===== src/design/soa_pkg.sv =====
// Shared types and constants for the slab object allocator.
package soa_pkg;

   localparam int NUM_SLABS   = 16;
   localparam int MAX_OBJECTS = 256;

   localparam logic [1:0] STATUS_OK        = 2'd0;
   localparam logic [1:0] STATUS_EXHAUSTED = 2'd1;
   localparam logic [1:0] STATUS_BAD_FREE  = 2'd2;

   localparam logic [1:0] CLS_NONE    = 2'd0;
   localparam logic [1:0] CLS_FREE    = 2'd1;
   localparam logic [1:0] CLS_PARTIAL = 2'd2;
   localparam logic [1:0] CLS_FULL    = 2'd3;

   localparam logic OP_ALLOC = 1'b0;
   localparam logic OP_FREE  = 1'b1;

   localparam int WORD_BITS = 64;

   localparam logic [0:0] REG_OBJECTS = 1'b0;
   localparam logic [0:0] REG_POOL    = 1'b1;

   // Controller to datapath commands
   typedef struct packed {
      logic load;      // capture request
      logic clear;     // start clearing pass
      logic scan;      // read next bitmap word
      logic commit;    // apply update
   } cmd_type;

   // Datapath to controller status
   typedef struct packed {
      logic clear_done;
      logic scan_done;
      logic commit_done;
   } stat_type;

endpackage


===== src/design/soa_control.sv =====
// Controller: sequences clear, request capture, bitmap scan, commit and response.
module soa_control (
   input  logic              clock,
   input  logic              reset,
   input  logic              req_tvalid,
   output logic              req_tready,
   output logic              rsp_tvalid,
   input  logic              rsp_tready,
   input  logic              cfg_clear,
   output soa_pkg::cmd_type  cmd,
   input  soa_pkg::stat_type stat
);
   import soa_pkg::*;

   localparam logic [2:0] ST_CLEAR  = 3'd0;
   localparam logic [2:0] ST_IDLE   = 3'd1;
   localparam logic [2:0] ST_START  = 3'd2;
   localparam logic [2:0] ST_SCAN   = 3'd3;
   localparam logic [2:0] ST_COMMIT = 3'd4;
   localparam logic [2:0] ST_WAIT   = 3'd5;

   logic [2:0] state_ff, state_in;
   logic       rsp_valid_ff, rsp_valid_in;

   assign req_tready = (state_ff == ST_IDLE) && !cfg_clear;
   assign rsp_tvalid = rsp_valid_ff;

   // Next state and commands
   always_comb begin
      state_in     = state_ff;
      rsp_valid_in = rsp_valid_ff && !rsp_tready;
      cmd          = '0;
      cmd.clear    = cfg_clear;
      unique case (state_ff)
         ST_CLEAR: begin
            if (stat.clear_done)
               state_in = ST_IDLE;
         end
         ST_IDLE: begin
            if (cfg_clear)
               state_in = ST_CLEAR;
            else if (req_tvalid) begin
               cmd.load = 1'b1;
               state_in = ST_START;
            end
         end
         ST_START: begin
            cmd.scan = 1'b1;
            state_in = ST_SCAN;
         end
         ST_SCAN: begin
            if (stat.scan_done && (!rsp_valid_ff || rsp_tready)) begin
               cmd.commit = 1'b1;
               state_in   = ST_COMMIT;
            end
         end
         ST_COMMIT: begin
            rsp_valid_in = 1'b1;
            state_in     = ST_WAIT;
         end
         ST_WAIT: begin
            state_in = ST_IDLE;
         end
         default: state_in = ST_CLEAR;
      endcase
   end

   always_ff @(posedge clock) begin
      if (reset) begin
         state_ff     <= ST_CLEAR;
         rsp_valid_ff <= 1'b0;
      end else begin
         state_ff     <= state_in;
         rsp_valid_ff <= rsp_valid_in;
      end
   end

endmodule


===== config.mk =====
export PLATFORM = sky130hd
export DESIGN_NAME = soa_control
export DESIGN_NICKNAME = d
export VERILOG_FILES = /design/src/design/soa_pkg.sv /design/src/design/soa_control.sv
export SDC_FILE = /design/constraint.sdc
export NUM_CORES = 1
export LEC_CHECK = 0
export BUFFER_PORTS_ARGS = -buffer_cell sky130_fd_sc_hd__buf_2
export CAP_MARGIN = 20
export CORE_AREA = 2 2 39 41
export CTS_CLUSTER_DIAMETER = 50
export DETAILED_ROUTE_END_ITERATION = 7
export DIE_AREA = 0 0 41 43
export PLACE_DENSITY = 0.47
export REMOVE_ABC_BUFFERS = 1
export SYNTH_ARGS = -nofsm -noshare
export SYNTH_HDL_FRONTEND = slang
export SYNTH_SLANG_ARGS = --single-unit

===== constraint.sdc =====
create_clock -name clock -period 1.7 [get_ports clock]
set_input_delay 0.255 -clock clock [delete_from_list [all_inputs] [get_ports clock]]
set_output_delay 0.255 -clock clock [all_outputs]
set_load 0.02 [all_outputs]

* Yosys cells after proc, flatten, opt, wreduce, memory -nomap -nowiden
Index checks and enable logic that the tools add are counted.
** Storage, ports and cells
- Word-level logic and storage cells :: 31
- Flip-flop bits (word level) :: 4
- Bits of input ports :: 8
** Operators by class
- Muxes and demuxes :: 12
- Reductions and logical operators :: 9
- Equality and inequality tests :: 8
** Operators by type and width (count)
- $pmux 3 s6 :: 1
- $mux 3 :: 4
- $mux 1 :: 7
- $eq 3x2->1 const B :: 2
- $eq 3x3->1 const B :: 2
- $ne 2x2->1 const B :: 2
- $eq 3x1->1 const B :: 1
- $logic_and 1x1->1 :: 3
- $logic_not 1->1 :: 3
- $logic_not 3->1 :: 1
- $ne 3x3->1 const B :: 1
- $reduce_and 3->1 :: 1
- $logic_or 1x1->1 :: 1

* Depth between registers and ports, before layout
- Depth after elaboration :: 5
- Mapped depth :: 4
- Depth with buffers taken out :: 3

* Worst setup path before layout
No wires, ideal clock.
- Path type :: register to output
- Start :: reg state_ff[0]
- End :: out cmd[3] (netlist name)
- Setup slack :: 0.112 ns
- Path buffers :: 1
- Data arrival time :: 1.333 ns
- Required time :: 1.445 ns
- Cell stages (with the launch flop) :: 4
- Cells stage by stage :: dfxtp_1 -> buf_2 -> nor4b_2 -> and2_1
** RTL lines
- start, declared :: RTL line soa_control.sv:22 : logic [2:0] state_ff, state_in;
- start signal, assigned :: RTL line soa_control.sv:73 : state_ff <= state_in;
- end, declared :: RTL line soa_control.sv:10 : output soa_pkg::cmd_type cmd,

==> results by stage <==
Run status:
- The run finished with clean final reports.

Floorplan:
- In this run the core area contains 14 standard-cell rows.
- The number of I/O pins is 14.
- The starting density of the core is 0.165.
- The floorplan step defined a die boundary enclosing 1760 um^2.
- Measured along the x axis, the die boundary spans 41 um.
- The height of the die is 43 um.
- The core area is 1380 um^2.

Yosys:
- After technology mapping, the gate count stands at 26.
- During synthesis, Yosys emitted a total of 0 warnings.
- In this run the mean area of a mapped cell was 8.81 um^2.
- The synthesized netlist contains 17 unique library cells.
- In this run the cell area of the synthesized design comes to 229 um^2.
- The count of flip-flops with a built-in enable after synthesis is 0.
- The most area-hungry cell type in the Yosys netlist is dfxtp_1.
- Yosys attributes the largest share of cell area to dfxtp_1, a221oi_2, nor2_1.
- After synthesis, the most frequently instantiated cells are dfxtp_1, nor2_1, inv_1, nand2_1, nand2b_1.
- The predominant post-synthesis flop cell is dfxtp_1.
- The proportion of synthesized flip-flops having asynchronous set or reset is 0.
- The area share of the largest cell type after synthesis is 0.350.
- Synthesis inferred 4 register bits.
- Of the synthesized area, sequential elements account for 0.350.

GRT:
- The aggregate global-route resource usage is 0.0643.
- The layer flagged by global routing as most heavily used is met2.
- The met2 usage is 0.0906.
- The met1 usage in global routing is 0.0548.
- The first global-routing pass estimated 696 um of wire.
- The met3 capacity usage during global routing is 0.0471.
- The overall overflow remaining after global route is 0.
- The maximum number of pins on one net before global-route repair is 8.
- The via count of the first global-routing pass was 201.
- The number of antenna violations at the first check in global routing was 0.

Critical path:
- The worst reg-to-reg setup slack is 450 ps.
- STA classifies the critical path endpoint as an output port.
- The required arrival time at the worst endpoint is 1440 ps.
- The critical path is of the reg -> out type.
- STA classifies the critical path startpoint as a flip-flop.
- The startpoint of the most critical register-to-register path is state_ff[2].
- Along the worst path, the maximum fanout reaches 5.
- Counting cells, the worst reg-to-reg path comes to 3.
- The end of the worst register-to-register path is state_ff[2].
- STA puts the critical path data arrival time at 1390 ps.

Final layout:
- The count of non-filler cells in the finished layout is 55.
- The area added between synthesis and finish is 44.8%.
- The antenna cell count is 0.
- The net count of the finished layout is 49.
- The fraction of final layout cells sized beyond drive strength 1 is 0.538.
- Once layout is complete, the utilization of the core stands at 0.240.
- The area of all placed cells without fillers is 332 um^2.
- Fill cells in the final layout number 153.

Timing:
- The final-layout setup total negative slack is 0 ps.
- The count of final setup violators is 0.
- The final hold violation count was 0.
- The final-report max-slew violation count is 0.
- Timing would allow up to 608 MHz.
- The worst-case setup margin in the final layout is 54.3 ps.
- Subtracting the final worst setup slack from the clock period gives 1650 ps.
- The hold slack is 227 ps.
- Headroom to the max-slew limit came out at 0.828.
- For the final database, setup skew stands at 2.11 ps.
- The actual transition at the worst max-transition pin is 258 ps.
- Setup repair after global routing could not meet its margin everywhere.
- Of the available clock period, the critical path in the final layout requires 0.968.

Detailed routing:
- The remaining antenna violation count after routing is 0.
- Summed over all layers, the routed wires come to 475 um.
- In the routed design, unresolved DRC markers number 0.
- The vias per cell is 3.93.
- Dividing the detail-routed wire length by the instance count gives 8.64 um.
- After the first detailed-routing iteration, the DRC count stood at 1.
- The iteration count of the initial detailed-routing pass is 2.
- The detailed-route via count is 216.

Run:
- The total of max-cap violations is 0.

Clock tree:
- The CTS root buffer is clkbuf_4.
- TritonCTS created 3 clock buffers.
- In this run the number of H-tree levels came out at 1.
- The clock tree from TritonCTS is done.
- For the worst-skew pair, the clock arrives at the later sink with an insertion delay of 230 ps.
- After clock tree synthesis, the clock-pin slew on the worst setup and hold paths is 40 ps.
- Counting along the longest clock path gives a buffer depth of 2.
- The clock sink total is 4.
- The post-CTS repair timing setup buffer count is 0.

Place:
- Once placement finished, the instance area stood at 297 um^2.
- The final HPWL from detailed placement is 401 um.
- The count of buffers from port buffering is 12.
- Timing analysis after detailed placement gives a worst setup slack of 286 ps.
- Once placement completed, the tool counted placed cells totaling 52.
- At the end of routability-driven placement, the weighted congestion stood at 0.646.

Power:
- The leakage power is 0.156 nW.
- The overall power of the completed layout is 255 uW.
- The peak supply drop is 0.225 mV.
- Power spread over the standard cell area amounts to 769 nW/um^2.

Hold path:
- The worst hold path belongs to the class in -> reg.
- The path with the worst hold slack has its endpoint at state_ff[2].
- Counting instances, the worst hold path has a depth of 2.
- The launch point of the worst hold path is reset.
## repair_timing
action | CTS | global route
hold buffers | 0 | 0
setup endpoints to repair | 0 | 2
gates resized for setup | 0 | 3
## worst max-delay path by stage
stage	from	to	cells after the start
after floorplan	state_ff[0]	cmd[3]	2
after global placement	state_ff[0]	cmd[3]	3
after detailed placement	state_ff[0]	cmd[3]	3
after CTS	state_ff[0]	cmd[3]	3
after global routing	state_ff[2]	cmd[0]	4
final	state_ff[2]	cmd[0]	4
## worst max-delay path: stages, from the launching register on
cell and delay [ps]:
dfxtp_1 350, nand2b_1 190, or3b_4 410, inv_1 50, buf_2 150
## cells in the final DEF, fill, tap and decap left out
cell type  instances
dfxtp_1            3
nand2_1            2
a221oi_2           1
nor4b_4            1
nand2b_1           2
a31oi_1            1
clkbuf_4           3
a21oi_1            1
inv_1              2
dfxtp_2            1
buf_2             12
and2_1             1
a221oi_1           1
o21ba_2            1
nor2_1             4
a31o_2             1
or3b_4             1
mux2i_1            1
## where the power goes
| part | total [mW] | leakage (nW) | switching (mW) | internal [mW] |
|---|---|---|---|---|
| combinational | 0.0374 | 0.109 | 0.0184 | 0.0190 |
| clock | 0.113 | 0.0138 | 0.0347 | 0.0787 |
| sequential | 0.104 | 0.0330 | 0.00615 | 0.0980 |
## cell families after synthesis
family,synth area share
compound gates,0.235
buf+inv,0.0874
flops,0.350
mux,0.0437
simple gates,0.284
## sequential cells by signal, indices dropped and copies added, names as in the netlist
name,flops
state_ff,3
rsp_tvalid,1
## area by class of cell
cell class,count,area (um^2),share of cell area
Tap cell,16,20.0,0.0604
Multi-Input combinational cell,18,140,0.423
Inverter,2,7.51,0.0226
Sequential cell,4,81.3,0.245
Clock buffer,3,22.5,0.0679
Timing Repair Buffer,12,60.1,0.181
## per-layer routing
layer | part of all wire | wire length [um]
met4 | 0 | 0
met3 | 0.084 | 40
met5 | 0 | 0
met2 | 0.51 | 240
met1 | 0.41 | 195
Note: power is estimated with default switching activity, not from simulation.
